<file path="src/icf_pkg.sv">
// ----------------------------------------------------------------------------
// icf_pkg
// shared codes and field widths of the inertial complementary filter
// ----------------------------------------------------------------------------
package icf_pkg;

    typedef enum logic [1:0] {
        KIND_PREDICT = 2'd0,
        KIND_HORIZ   = 2'd1,
        KIND_VERT    = 2'd2,
        KIND_LOAD    = 2'd3
    } t_kind;

    localparam int CFG_INDEX_W = 4;
    localparam int CFG_DATA_W  = 24;

    localparam logic [CFG_INDEX_W-1:0] REG_STEP_TIME = 4'd0;
    localparam logic [CFG_INDEX_W-1:0] REG_GRAVITY   = 4'd1;
    localparam logic [CFG_INDEX_W-1:0] REG_WPOS_X    = 4'd2;
    localparam logic [CFG_INDEX_W-1:0] REG_WPOS_Y    = 4'd3;
    localparam logic [CFG_INDEX_W-1:0] REG_WPOS_Z    = 4'd4;
    localparam logic [CFG_INDEX_W-1:0] REG_WVEL_X    = 4'd5;
    localparam logic [CFG_INDEX_W-1:0] REG_WVEL_Y    = 4'd6;
    localparam logic [CFG_INDEX_W-1:0] REG_WVEL_Z    = 4'd7;

    localparam logic [23:0] STEP_TIME_RST = 24'd41943;
    localparam logic [18:0] GRAVITY_RST   = 19'd40059;
    localparam logic [15:0] WPOS_XY_RST   = 16'd13107;
    localparam logic [15:0] WPOS_Z_RST    = 16'd6554;
    localparam logic [15:0] WVEL_XY_RST   = 16'd13107;
    localparam logic [15:0] WVEL_Z_RST    = 16'd3277;

    localparam int CHUNK_W = 12;

endpackage

</file>
<file path="src/ins_complementary_filter.sv">
// ----------------------------------------------------------------------------
// ins_complementary_filter
// position and velocity estimator on one shared multiply-accumulate unit
// ----------------------------------------------------------------------------
// channel   direction  handshake                       payload
// input     in         i_valid / o_stall               i_kind .. i_in_vel_z
// result    out        o_valid / i_stall               o_est_pos_x .. o_est_vel_z
// config    in         i_cfg_valid / o_cfg_ready       i_cfg_index, i_cfg_data
//
// from input transfer to result: predict rotates the acceleration and updates each enabled
// axis, horizontal correction blends x and y, vertical correction blends z, load copies
// the inputs; the sequencer returns to rest before the next transfer in
// all steps share the single 12-bit-chunk multiplier under its sequencer
// reset clears the state to zero and the registers to their defaults
// a result waiting on i_stall holds the sequencer at its last step; the next
// item is taken once the sequencer is back at rest
// ----------------------------------------------------------------------------
module ins_complementary_filter #(
    parameter int STATE_BITS    = 32,
    parameter int ROT_FRAC_BITS = 14
) (
    input  logic               i_clk,
    input  logic               i_rst_n,
    input  logic               i_valid,
    output logic               o_stall,
    input  logic [1:0]         i_kind,
    input  logic [47:0]        i_rot_row0,
    input  logic [47:0]        i_rot_row1,
    input  logic [47:0]        i_rot_row2,
    input  logic [59:0]        i_accel_body,
    input  logic [1:0]         i_axes_valid,
    input  logic signed [31:0] i_in_pos_x,
    input  logic signed [31:0] i_in_pos_y,
    input  logic signed [31:0] i_in_pos_z,
    input  logic signed [31:0] i_in_vel_x,
    input  logic signed [31:0] i_in_vel_y,
    input  logic signed [31:0] i_in_vel_z,
    output logic               o_valid,
    input  logic               i_stall,
    output logic signed [31:0] o_est_pos_x,
    output logic signed [31:0] o_est_pos_y,
    output logic signed [31:0] o_est_pos_z,
    output logic signed [31:0] o_est_vel_x,
    output logic signed [31:0] o_est_vel_y,
    output logic signed [31:0] o_est_vel_z,
    input  logic               i_cfg_valid,
    output logic               o_cfg_ready,
    input  logic [icf_pkg::CFG_INDEX_W-1:0] i_cfg_index,
    input  logic [icf_pkg::CFG_DATA_W-1:0]  i_cfg_data
);

    localparam int AW = (STATE_BITS + 1 > 34) ? STATE_BITS + 1 : 34;
    localparam int PW = AW + 17;
    localparam int WW = AW + 31;
    localparam int XW = AW + 3;
    localparam int CW = icf_pkg::CHUNK_W;

    localparam logic signed [WW-1:0] HALF_ROT = WW'(1) <<< (ROT_FRAC_BITS - 1);
    localparam logic signed [WW-1:0] HALF_16  = WW'(1) <<< 15;
    localparam logic signed [WW-1:0] HALF_24  = WW'(1) <<< 23;
    localparam logic signed [WW-1:0] HALF_25  = WW'(1) <<< 24;

    localparam logic signed [XW-1:0] SMAX = {{(XW-STATE_BITS+1){1'b0}}, {(STATE_BITS-1){1'b1}}};
    localparam logic signed [XW-1:0] SMIN = ~SMAX;
    localparam logic signed [XW-1:0] OMAX = {{(XW-31){1'b0}}, {31{1'b1}}};
    localparam logic signed [XW-1:0] OMIN = ~OMAX;

    typedef enum logic [4:0] {
        S_IDLE, S_LOAD, S_ROT, S_ROTFIN, S_H, S_HFIN, S_AXIS,
        S_MV, S_MVFIN, S_MPV, S_MPVFIN, S_MPH, S_MPHFIN,
        S_BP, S_BPFIN, S_BV, S_BVFIN, S_DONE
    } t_state;

    function automatic logic signed [STATE_BITS-1:0] f_sat(input logic signed [XW-1:0] x);
        logic signed [XW-1:0] y;
        y = (x > SMAX) ? SMAX : ((x < SMIN) ? SMIN : x);
        return y[STATE_BITS-1:0];
    endfunction

    function automatic logic signed [31:0] f_sat32(input logic signed [STATE_BITS-1:0] s);
        logic signed [XW-1:0] x;
        logic signed [XW-1:0] y;
        x = XW'(s);
        y = (x > OMAX) ? OMAX : ((x < OMIN) ? OMIN : x);
        return y[31:0];
    endfunction

    t_state r_state;
    logic [1:0] r_kind;
    logic [47:0] r_rot [3];
    logic [59:0] r_accel;
    logic [1:0]  r_axes;
    logic signed [31:0] r_mpos [3];
    logic signed [31:0] r_mvel [3];
    logic signed [STATE_BITS-1:0] r_pos [3];
    logic signed [STATE_BITS-1:0] r_vel [3];
    logic signed [AW-1:0] r_a16 [3];
    logic [23:0] r_h;
    logic signed [XW-1:0] r_tmp;
    logic signed [WW-1:0] r_acc;
    logic r_ph;
    logic [1:0] r_row;
    logic [1:0] r_col;
    logic [1:0] r_axis;

    logic [23:0] r_dt;
    logic [18:0] r_grav;
    logic [15:0] r_wpos [3];
    logic [15:0] r_wvel [3];

    logic signed [AW-1:0] op_a;
    logic [23:0]          op_k;
    logic signed [16:0]   op_b;
    logic signed [PW-1:0] prod;
    logic signed [WW-1:0] rsum;
    logic signed [XW-1:0] rnd;
    logic axis_on;
    logic axis_end;

    always_comb begin
        op_a = '0;
        op_k = '0;
        case (r_state)
            S_ROT: op_a = AW'($signed(r_accel[r_col*20 +: 20]));
            S_H:   begin
                op_a = AW'($signed({1'b0, r_dt}));
                op_k = r_dt;
            end
            S_MV:  begin
                op_a = r_a16[r_axis];
                op_k = r_dt;
            end
            S_MPV: begin
                op_a = AW'(r_vel[r_axis]);
                op_k = r_dt;
            end
            S_MPH: begin
                op_a = r_a16[r_axis];
                op_k = r_h;
            end
            S_BP:  begin
                op_a = AW'(r_mpos[r_axis]) - AW'(r_pos[r_axis]);
                op_k = {8'd0, r_wpos[r_axis]};
            end
            S_BV:  begin
                op_a = AW'(r_mvel[r_axis]) - AW'(r_vel[r_axis]);
                op_k = {8'd0, r_wvel[r_axis]};
            end
            default: op_a = '0;
        endcase
        if (r_state == S_ROT) begin
            op_b = 17'($signed(r_rot[r_row][r_col*16 +: 16]));
        end else begin
            op_b = $signed({5'd0, (r_ph ? op_k[2*CW-1:CW] : op_k[CW-1:0])});
        end
        prod = op_a * op_b;
    end

    always_comb begin
        case (r_state)
            S_ROTFIN: rsum = (r_acc + HALF_ROT) >>> ROT_FRAC_BITS;
            S_HFIN:   rsum = (r_acc + HALF_25) >>> 25;
            S_BPFIN, S_BVFIN: rsum = (r_acc + HALF_16) >>> 16;
            default:  rsum = (r_acc + HALF_24) >>> 24;
        endcase
        rnd = rsum[XW-1:0];
        axis_on  = (r_axis == 2'd2) ? r_axes[1] : r_axes[0];
        axis_end = (r_axis == 2'd3) ||
                   (r_kind == icf_pkg::KIND_HORIZ && r_axis == 2'd2);
    end

    assign o_stall     = (r_state != S_IDLE);
    assign o_cfg_ready = 1'b1;

    always_ff @(posedge i_clk) begin
        if (!i_rst_n) begin
            r_state <= S_IDLE;
            o_valid <= 1'b0;
            r_ph    <= 1'b0;
            r_row   <= '0;
            r_col   <= '0;
            r_axis  <= '0;
            r_dt    <= icf_pkg::STEP_TIME_RST;
            r_grav  <= icf_pkg::GRAVITY_RST;
            r_wpos[0] <= icf_pkg::WPOS_XY_RST;
            r_wpos[1] <= icf_pkg::WPOS_XY_RST;
            r_wpos[2] <= icf_pkg::WPOS_Z_RST;
            r_wvel[0] <= icf_pkg::WVEL_XY_RST;
            r_wvel[1] <= icf_pkg::WVEL_XY_RST;
            r_wvel[2] <= icf_pkg::WVEL_Z_RST;
            for (int i = 0; i < 3; i++) begin
                r_pos[i] <= '0;
                r_vel[i] <= '0;
            end
        end else begin
            if (i_cfg_valid) begin
                case (i_cfg_index)
                    icf_pkg::REG_STEP_TIME: r_dt      <= i_cfg_data;
                    icf_pkg::REG_GRAVITY:   r_grav    <= i_cfg_data[18:0];
                    icf_pkg::REG_WPOS_X:    r_wpos[0] <= i_cfg_data[15:0];
                    icf_pkg::REG_WPOS_Y:    r_wpos[1] <= i_cfg_data[15:0];
                    icf_pkg::REG_WPOS_Z:    r_wpos[2] <= i_cfg_data[15:0];
                    icf_pkg::REG_WVEL_X:    r_wvel[0] <= i_cfg_data[15:0];
                    icf_pkg::REG_WVEL_Y:    r_wvel[1] <= i_cfg_data[15:0];
                    icf_pkg::REG_WVEL_Z:    r_wvel[2] <= i_cfg_data[15:0];
                    default: ;
                endcase
            end
            if (o_valid && !i_stall && r_state != S_DONE) begin
                o_valid <= 1'b0;
            end
            case (r_state)
                S_IDLE: begin
                    if (i_valid) begin
                        r_kind    <= i_kind;
                        r_rot[0]  <= i_rot_row0;
                        r_rot[1]  <= i_rot_row1;
                        r_rot[2]  <= i_rot_row2;
                        r_accel   <= i_accel_body;
                        r_axes    <= i_axes_valid;
                        r_mpos[0] <= i_in_pos_x;
                        r_mpos[1] <= i_in_pos_y;
                        r_mpos[2] <= i_in_pos_z;
                        r_mvel[0] <= i_in_vel_x;
                        r_mvel[1] <= i_in_vel_y;
                        r_mvel[2] <= i_in_vel_z;
                        r_row  <= '0;
                        r_col  <= '0;
                        r_ph   <= 1'b0;
                        r_axis <= (i_kind == icf_pkg::KIND_VERT) ? 2'd2 : 2'd0;
                        case (i_kind)
                            icf_pkg::KIND_PREDICT: r_state <= S_ROT;
                            icf_pkg::KIND_LOAD:    r_state <= S_LOAD;
                            default:               r_state <= S_AXIS;
                        endcase
                    end
                end
                S_LOAD: begin
                    for (int i = 0; i < 3; i++) begin
                        r_pos[i] <= f_sat(XW'(r_mpos[i]));
                        r_vel[i] <= f_sat(XW'(r_mvel[i]));
                    end
                    r_state <= S_DONE;
                end
                S_ROT: begin
                    r_acc <= (r_col == 2'd0) ? WW'(prod) : r_acc + WW'(prod);
                    if (r_col == 2'd2) begin
                        r_col   <= '0;
                        r_state <= S_ROTFIN;
                    end else begin
                        r_col <= r_col + 2'd1;
                    end
                end
                S_ROTFIN: begin
                    r_a16[r_row] <= AW'((rnd + ((r_row == 2'd2) ? XW'(r_grav) : XW'(0))) <<< 4);
                    if (r_row == 2'd2) begin
                        r_state <= S_H;
                    end else begin
                        r_row   <= r_row + 2'd1;
                        r_state <= S_ROT;
                    end
                end
                S_H, S_MV, S_MPV, S_MPH, S_BP, S_BV: begin
                    r_acc <= r_ph ? r_acc + (WW'(prod) <<< CW) : WW'(prod);
                    r_ph  <= ~r_ph;
                    if (r_ph) begin
                        case (r_state)
                            S_H:     r_state <= S_HFIN;
                            S_MV:    r_state <= S_MVFIN;
                            S_MPV:   r_state <= S_MPVFIN;
                            S_MPH:   r_state <= S_MPHFIN;
                            S_BP:    r_state <= S_BPFIN;
                            default: r_state <= S_BVFIN;
                        endcase
                    end
                end
                S_HFIN: begin
                    r_h     <= rnd[23:0];
                    r_state <= S_AXIS;
                end
                S_AXIS: begin
                    if (axis_end) begin
                        r_state <= S_DONE;
                    end else if (r_kind != icf_pkg::KIND_PREDICT) begin
                        r_state <= S_BP;
                    end else if (axis_on) begin
                        r_state <= S_MV;
                    end else begin
                        r_axis <= r_axis + 2'd1;
                    end
                end
                S_MVFIN: begin
                    r_vel[r_axis] <= f_sat(XW'(r_vel[r_axis]) + rnd);
                    r_state       <= S_MPV;
                end
                S_MPVFIN: begin
                    r_tmp   <= rnd;
                    r_state <= S_MPH;
                end
                S_MPHFIN: begin
                    r_pos[r_axis] <= f_sat(XW'(r_pos[r_axis]) + r_tmp + rnd);
                    r_axis        <= r_axis + 2'd1;
                    r_state       <= S_AXIS;
                end
                S_BPFIN: begin
                    r_pos[r_axis] <= f_sat(XW'(r_pos[r_axis]) + rnd);
                    r_state       <= S_BV;
                end
                S_BVFIN: begin
                    r_vel[r_axis] <= f_sat(XW'(r_vel[r_axis]) + rnd);
                    r_axis        <= r_axis + 2'd1;
                    r_state       <= S_AXIS;
                end
                S_DONE: begin
                    if (!o_valid || !i_stall) begin
                        o_valid     <= 1'b1;
                        o_est_pos_x <= f_sat32(r_pos[0]);
                        o_est_pos_y <= f_sat32(r_pos[1]);
                        o_est_pos_z <= f_sat32(r_pos[2]);
                        o_est_vel_x <= f_sat32(r_vel[0]);
                        o_est_vel_y <= f_sat32(r_vel[1]);
                        o_est_vel_z <= f_sat32(r_vel[2]);
                        r_state     <= S_IDLE;
                    end
                end
                default: r_state <= S_IDLE;
            endcase
        end
    end

    // a transfer in always starts the sequencer
    a_accept_busy: assert property (@(posedge i_clk) disable iff (!i_rst_n)
        i_valid && !o_stall |=> o_stall)
        else $error("sequencer did not start");

    // chunk phase is only ever set inside a multiply step
    a_phase_state: assert property (@(posedge i_clk) disable iff (!i_rst_n)
        r_ph |-> (r_state == S_H || r_state == S_MV || r_state == S_MPV ||
                  r_state == S_MPH || r_state == S_BP || r_state == S_BV))
        else $error("chunk phase outside multiply");

    // per-axis steps never run past the last axis
    a_axis_range: assert property (@(posedge i_clk) disable iff (!i_rst_n)
        (r_state == S_MV || r_state == S_MPH || r_state == S_BP || r_state == S_BVFIN)
        |-> r_axis != 2'd3)
        else $error("axis counter out of range");

    // a pending result is never overwritten before its transfer
    a_no_overwrite: assert property (@(posedge i_clk) disable iff (!i_rst_n)
        o_valid && i_stall && r_state == S_DONE |=> r_state == S_DONE || !$past(i_stall))
        else $error("result overwritten");

endmodule

</file>
<file path="config.mk">
export PLATFORM = sky130hd
export DESIGN_NAME = ins_complementary_filter
export DESIGN_NICKNAME = d
export VERILOG_FILES = /design/src/icf_pkg.sv /design/src/ins_complementary_filter.sv
export SDC_FILE = /design/constraint.sdc
export NUM_CORES = 2
export LEC_CHECK = 0
export BUFFER_PORTS_ARGS = -buffer_cell sky130_fd_sc_hd__buf_2
export CELL_PAD_IN_SITES_DETAIL_PLACEMENT = 0
export CELL_PAD_IN_SITES_GLOBAL_PLACEMENT = 2
export CORE_MARGIN = 1.5
export CORE_UTILIZATION = 31
export DETAILED_ROUTE_END_ITERATION = 7
export GPL_TIMING_DRIVEN = 0
export PLACE_DENSITY_LB_ADDON = 0.1
export SKIP_CTS_REPAIR_TIMING = 1
export SLEW_MARGIN = 20
export SYNTH_ARGS = -nofsm -noshare
export SYNTH_HDL_FRONTEND = slang
export SYNTH_SLANG_ARGS = --single-unit
</file>
<file path="constraint.sdc">
create_clock -name i_clk -period 22.7 [get_ports i_clk]
set_input_delay 4.54 -clock i_clk [delete_from_list [all_inputs] [get_ports i_clk]]
set_output_delay 4.54 -clock i_clk [all_outputs]
set_load 0.02 [all_outputs]
</file>
== Word-level counts from Yosys, hierarchy flattened ==
Memories as Yosys holds them, arrays and structs flattened. A register that Yosys moved wholly into a read port is not among the register bits.
Index checks and enable logic that the tools add are counted.
Word-level totals
  flip-flop bits (word level): 438
  RAM bits: 714
  bits of input ports: 433
  word-level logic and storage cells: 316
  memories kept: 8
Cells by class
  $add $sub $neg: 16
  multiply operators: 2
  order comparisons: 30
  eq/ne operators: 41
  shift-type cells: 2
  mux-type cells: 144
  bitwise logic cells: 15
  reduce and logical (&&, ||, !) cells: 38
Memories
  r_rot: words 3, width 48, read ports 1, clocked after Yosys merged registers in 1, write ports 3, line ins_complementary_filter.sv:90  | logic [47:0] r_rot [3];
  r_mpos: words 3, width 32, read ports 4, clocked after Yosys merged registers in 1, write ports 3, line ins_complementary_filter.sv:93  | logic signed [31:0] r_mpos [3];
  r_mvel: words 3, width 32, read ports 4, clocked after Yosys merged registers in 1, write ports 3, line ins_complementary_filter.sv:94  | logic signed [31:0] r_mvel [3];
  r_pos: words 3, width 32, read ports 4, clocked after Yosys merged registers in 1, write ports 3, line ins_complementary_filter.sv:95  | logic signed [STATE_BITS-1:0] r_pos [3];
  r_vel: words 3, width 32, read ports 4, clocked after Yosys merged registers in 1, write ports 3, line ins_complementary_filter.sv:96  | logic signed [STATE_BITS-1:0] r_vel [3];
  r_a16: words 3, width 30, read ports 1, clocked after Yosys merged registers in 1, write ports 1, line ins_complementary_filter.sv:97  | logic signed [AW-1:0] r_a16 [3];
  2 more memories
Operators with widths (count)
  2-to-1 mux 32 bit: 34
  greater-than comparator 32 bit, second input constant: 12
  < comparator 32 bit, second input constant: 12
  case mux 34 bit (6 select lines): 1
  2-to-1 mux 65 bit: 2
  case mux 65 bit (2 select lines): 1
  adder 32 x 37 -> 37 bit: 3
  greater-than comparator 37 x 32 -> 1 bit, second input constant: 3
  < comparator 37 x 32 -> 1 bit, second input constant: 3
  case mux 37 bit (3 select lines): 1
  2-to-1 mux 16 bit: 6
  case mux 24 bit (4 select lines): 1
  subtractor 32 x 32 -> 33 bit: 2
  adder 65 x 51 -> 65 bit: 1
  adder 65 x 63 -> 65 bit: 1
  OR reduction 32 bit: 2
  adder 62 x 26 -> 62 bit, second input constant: 1
  adder 61 x 25 -> 61 bit, second input constant: 1
  variable part select 60 x 8 -> 20 bit: 1
  case mux 5 bit (11 select lines): 1
  2-to-1 mux 1 bit: 54
  adder 53 x 17 -> 53 bit, second input constant: 1
  2-to-1 mux 2 bit: 26
  adder 51 x 15 -> 51 bit, second input constant: 1
  other kinds (47): 117

== Longest topological paths before layout ==
  depth in word-level cells: 9
  mapped depth: 63
  mapped depth without buffers: 56

== Worst setup path after synthesis ==
Ideal clock, no wire load.
  path kind: flip-flop to flip-flop
  from: register with a tool-made name
  to: register r_acc[59], data pin
  library setup time: 0.281 ns
  data arrival time: 14.534 ns
  required time: 22.419 ns
  slack: 7.885 ns
  stages on the path, launching flop included: 57
  buffers on the path: 6
  clock period less this slack: 14.815 ns
  path through: dfxtp_1 clkbuf_1 buf_1 clkbuf_1 buf_1 buf_2 buf_1 mux4_2 inv_1 ha_1 nand2b_1 a21boi_0 o21ai_0 a31oi_1 o21ai_0 nand2_1 a21oi_1 inv_1 [... 21 more ...] a41oi_1 nor2b_1 o21ai_0 nand2b_1 xor2_1 ha_1 nand3_1 or2_2 or4_1 a21oi_1 nor3_1 a2111oi_0 nor2_1 o41ai_1 a311o_1 a21oi_1 xor2_1 o221ai_1
RTL lines
  to (signal assigned): line ins_complementary_filter.sv:246  | r_acc <= (r_col == 2'd0) ? WW'(prod) : r_acc + WW'(prod);
  to (signal assigned): line ins_complementary_filter.sv:264  | r_acc <= r_ph ? r_acc + (WW'(prod) <<< CW) : WW'(prod);
  to (decl): line ins_complementary_filter.sv:100  | logic signed [WW-1:0] r_acc;

==> results_dict.tcl <==
set metrics [dict create \
    run_status "complete, no violations" \
    ys.warnings.count 0 \
    critical_path_peak_fanout 10 \
    report.final.slew_viol_count 0 \
    netlist_instances 8216 \
    cp_slowest_stage_delay_ps 880 \
    synth.cell_area_sq_um 87810 \
    groute.usage.overall_pct 27.41 \
    worst_slew_pin_slew_ps 1327 \
    synth-main-ff-cell "sky130_fd_sc_hd__edfxtp_1" \
    vias_per_cell 5.334 \
    worst-endpoint-arrival_ps 22470 \
    ioPinCount 628 \
    drt_pre_antenna_iters 7 \
    clock-skew-final_ps 60.83 \
    cell_family_with_most_cp_delay "compound AO/OA/AOI/OAI gates" \
    cts_made_buffers 147 \
    relSlewSlack_pct 11.52 \
    grt_first_pass_wirelength_mm 550.5 \
    synth.yosys.seq_area_share_pct 40.94 \
    die_h_microns 535.2 \
    cp.buffers_inverters 14 \
    fraction_of_registers_with_async_set_or_reset_after_synthesis_pct 0 \
    portBuffers 625 \
    synth_enable_flop_cells 1157 \
    basic_gate_share_of_the_synthesized_area_counting_and_or_nand_and_nor_cells_pct 9.959 \
    worstPathRequired_ps 23240 \
    dp_worst_setup_slack_ps 525.0 \
    gr-total-overflow 0 \
    numPlacedInstances 12680 \
    dr_total_vias 69230 \
    first_iter_violations 6964 \
    synth.area.mux_share_pct 4.318 \
    path_class "reg -> reg" \
    dieArea_sq_um 286400 \
    post_drt_wl_per_cell_microns 30.86 \
    fmaxAchievable_mhz 45.58 \
    post_synthesis_mean_instance_area_sq_um 10.69 \
    synthAdderAreaFrac_pct 19.79 \
    post_dp_hpwl_mm 331.1 \
    grt_setup_unrepaired "no" \
    synthDistinctLibCells 94 \
    grt_start_max_net_pins 57 \
    crit_path_start_kind "flip-flop" \
    cts_tree "built" \
    final_stage_net_count 10550 \
    cp_slowest_cell "sky130_fd_sc_hd__clkbuf_1" \
    grt_pass1_vias 70170 \
    cts.root.buffer_cell "sky130_fd_sc_hd__clkbuf_16" \
    timing.final.setup_violations 0 \
    critPathCaptureType "flip-flop" \
    dominant_combinational_cell_family_by_area_after_synthesis "adder cells" \
    clk-insertion-delay-late_ps 860 \
    clkSlewWorstSetupHoldPaths_ps 60 \
    clock_sinks 1217 \
    final_critical_path_setup_slack_ps 762.7 \
    holdWs_ps 491.3 \
    syn_nets 9680 \
    drive_above_1_share_pct 13.98 \
    final_min_period_over_clock_period_pct 96.64 \
    core_sq_um 282000 \
    post_synth_xor_area_fraction_pct 3.561 \
    wl_mm 400.5 \
    initial_utilization_pct 31.13 \
    std_cell_rows 195 \
    drc 0 \
    cts.path.max_buffers 4 \
    non_filler_cells_final 12980 \
    hold_violation_count_in_the_final_report 0 \
    initial_antenna_violation_count 89 \
    hold_path.class "reg -> reg" \
    cts_htree_levels 4 \
    most_common_cell_on_crit_path "sky130_fd_sc_hd__fa_1" \
    final_antenna_net_count 0 \
    area_growth_pct 17.17 \
    seq_cells_post_synth 1217 \
    gpl.final_weighted_congestion 0.9495 \
    compound_gate_portion_of_the_synthesized_area_pct 15.07 \
    max_cap_viol_count 0 \
    finalCriticalPeriod_ps 21940 \
    die-width_microns 535.2 \
]
[synthesized netlist by cell type, types with 38 or more instances]
| cell | instances | area [sq um] |
|---|---|---|
| sky130_fd_sc_hd__o21bai_1 | 47 | 352.8 |
| sky130_fd_sc_hd__nor2_1 | 543 | 2038 |
| sky130_fd_sc_hd__xnor2_1 | 218 | 1909 |
| sky130_fd_sc_hd__clkbuf_1 | 491 | 1843 |
| sky130_fd_sc_hd__nand3_1 | 104 | 520.5 |
| sky130_fd_sc_hd__a21o_1 | 231 | 1734 |
| sky130_fd_sc_hd__a21boi_0 | 45 | 337.8 |
| sky130_fd_sc_hd__dfxtp_1 | 60 | 1201 |
| sky130_fd_sc_hd__a31oi_1 | 39 | 244.0 |
| sky130_fd_sc_hd__or2_2 | 50 | 312.8 |
| sky130_fd_sc_hd__inv_1 | 913 | 3427 |
| sky130_fd_sc_hd__buf_1 | 38 | 142.6 |
| sky130_fd_sc_hd__nor3_1 | 50 | 250.2 |
| sky130_fd_sc_hd__nand2_1 | 630 | 2365 |
| sky130_fd_sc_hd__mux4_2 | 80 | 1802 |
| sky130_fd_sc_hd__ha_1 | 435 | 5443 |
| sky130_fd_sc_hd__and2_1 | 115 | 719.4 |
| sky130_fd_sc_hd__or3_1 | 46 | 287.8 |
| sky130_fd_sc_hd__a22o_1 | 188 | 1647 |
| sky130_fd_sc_hd__and3_1 | 44 | 275.3 |
| sky130_fd_sc_hd__a221o_1 | 38 | 380.4 |
| sky130_fd_sc_hd__a211oi_1 | 44 | 330.3 |
| sky130_fd_sc_hd__o21a_1 | 56 | 420.4 |
| sky130_fd_sc_hd__o21ai_0 | 356 | 1782 |
| sky130_fd_sc_hd__o22ai_1 | 50 | 312.8 |
| sky130_fd_sc_hd__a21oi_1 | 543 | 2718 |
| sky130_fd_sc_hd__nand2b_1 | 126 | 788.3 |
| sky130_fd_sc_hd__nor2b_1 | 55 | 344.1 |
| sky130_fd_sc_hd__edfxtp_1 | 1157 | 34740 |
| sky130_fd_sc_hd__a22oi_1 | 45 | 337.8 |
| sky130_fd_sc_hd__fa_1 | 596 | 11930 |
| sky130_fd_sc_hd__xor2_1 | 132 | 1156 |
| sky130_fd_sc_hd__a221oi_1 | 42 | 367.9 |
| sky130_fd_sc_hd__mux2i_1 | 192 | 1922 |
[cells by family (layout without fill, tap and decap cells)]
| group | Yosys count | after routing |
|---|---|---|
| buffers and inverters | 1474 | 2458 |
| flip-flops | 1217 | 1217 |
| other | 1 | 38 |
| XOR/XNOR | 353 | 353 |
| adder cells (fa/ha/maj) | 1031 | 1031 |
| multiplexers | 278 | 278 |
| AND/OR/NAND/NOR | 1874 | 1874 |
| AO/OA/AOI/OAI | 1988 | 1988 |
[cell usage in the layout, fill, tap and decap left out, types with 47 or more instances in the layout]
master,netlist,layout
sky130_fd_sc_hd__a22o_1,188,188
sky130_fd_sc_hd__a21o_1,231,231
sky130_fd_sc_hd__nor3_1,50,47
sky130_fd_sc_hd__nand3_1,104,104
sky130_fd_sc_hd__mux4_2,80,80
sky130_fd_sc_hd__or2_2,50,50
sky130_fd_sc_hd__fa_1,596,596
sky130_fd_sc_hd__mux2i_1,192,192
sky130_fd_sc_hd__clkbuf_1,491,496
sky130_fd_sc_hd__a21oi_1,543,537
sky130_fd_sc_hd__o21ai_0,356,345
sky130_fd_sc_hd__xor2_1,132,115
sky130_fd_sc_hd__nor2b_1,55,55
sky130_fd_sc_hd__o21bai_1,47,47
sky130_fd_sc_hd__xnor2_1,218,193
sky130_fd_sc_hd__clkbuf_16,0,150
sky130_fd_sc_hd__edfxtp_1,1157,1157
sky130_fd_sc_hd__inv_1,913,913
sky130_fd_sc_hd__ha_1,435,435
sky130_fd_sc_hd__and2_1,115,111
sky130_fd_sc_hd__nand2b_1,126,126
sky130_fd_sc_hd__buf_2,25,670
sky130_fd_sc_hd__dfxtp_1,60,60
sky130_fd_sc_hd__o21a_1,56,56
sky130_fd_sc_hd__nor2_1,543,538
sky130_fd_sc_hd__nand2_1,630,624
sky130_fd_sc_hd__o22ai_1,50,47
[worst register-to-register path: cells and delay by family, from the launching register on]
kind | cells | cell delay (ps)
buf+inv | 14 | 6830
compound gates | 23 | 6760
fa+ha+maj | 10 | 4500
simple gates | 10 | 1880
xor+xnor | 3 | 1380
flops | 1 | 310
[final timing paths]
kind | startpoint | to | slack [ps] | cells past startpoint
worst max-delay path | flip-flop | r_acc[59]$_DFFE_PP_ | 760 | 60
worst max register to register | flip-flop | r_acc[59]$_DFFE_PP_ | 760 | 60
worst min-delay path | r_grav[2]$_SDFFE_PN0P_ | r_grav[2]$_SDFFE_PN0P_ | 490 | 2
worst min register to register | r_grav[2]$_SDFFE_PN0P_ | r_grav[2]$_SDFFE_PN0P_ | 490 | 2
[sequential cells by signal, indices dropped and copies added, names as in the netlist, 37 cells and up, named ones only]
name     cells
r_rot      144
r_pos      128
r_vel      128
r_mpos      96
r_mvel      96
r_a16       90
r_acc       62
r_accel     60
r_wpos      48
r_wvel      48
r_tmp       37
[layout make-up]
| class | count | area [sq um] |
|---|---|---|
| Clock inverter | 81 | 808.3 |
| Inverter | 914 | 3431 |
| Sequential cell | 1217 | 35940 |
| Multi-Input combinational cell | 5525 | 47140 |
| Fill cell | 28660 | 179200 |
| Timing Repair Buffer | 723 | 4686 |
| Antenna cell | 37 | 92.59 |
| Tap cell | 3743 | 4683 |
| Clock buffer | 180 | 3906 |
| Buffer | 560 | 2193 |
[layer usage]
metal / wire length, microns / global-route usage [%]
met1: 165700 / 35.16
met5: 470 / 0
met3: 26650 / 5.015
met4: 14320 / 8.704
met2: 193400 / 46.55
[through the flow]
| step | area [sq um] | setup TNS (ps) | util (%) |
|---|---|---|---|
| after detailed placement | 98050 | 0 | 34.76 |
| after CTS | 102800 | 0 | 36.44 |
| final | 102900 | 0 | 36.48 |
| after global placement | 95620 | -31840 | 33.90 |
| after global routing | 102800 | 0 | 36.45 |
| after floorplan | 87810 | 0 | - |
Power is not shown: default switching activity piles up to over one toggle a cycle in this logic, so the estimate is an artifact.
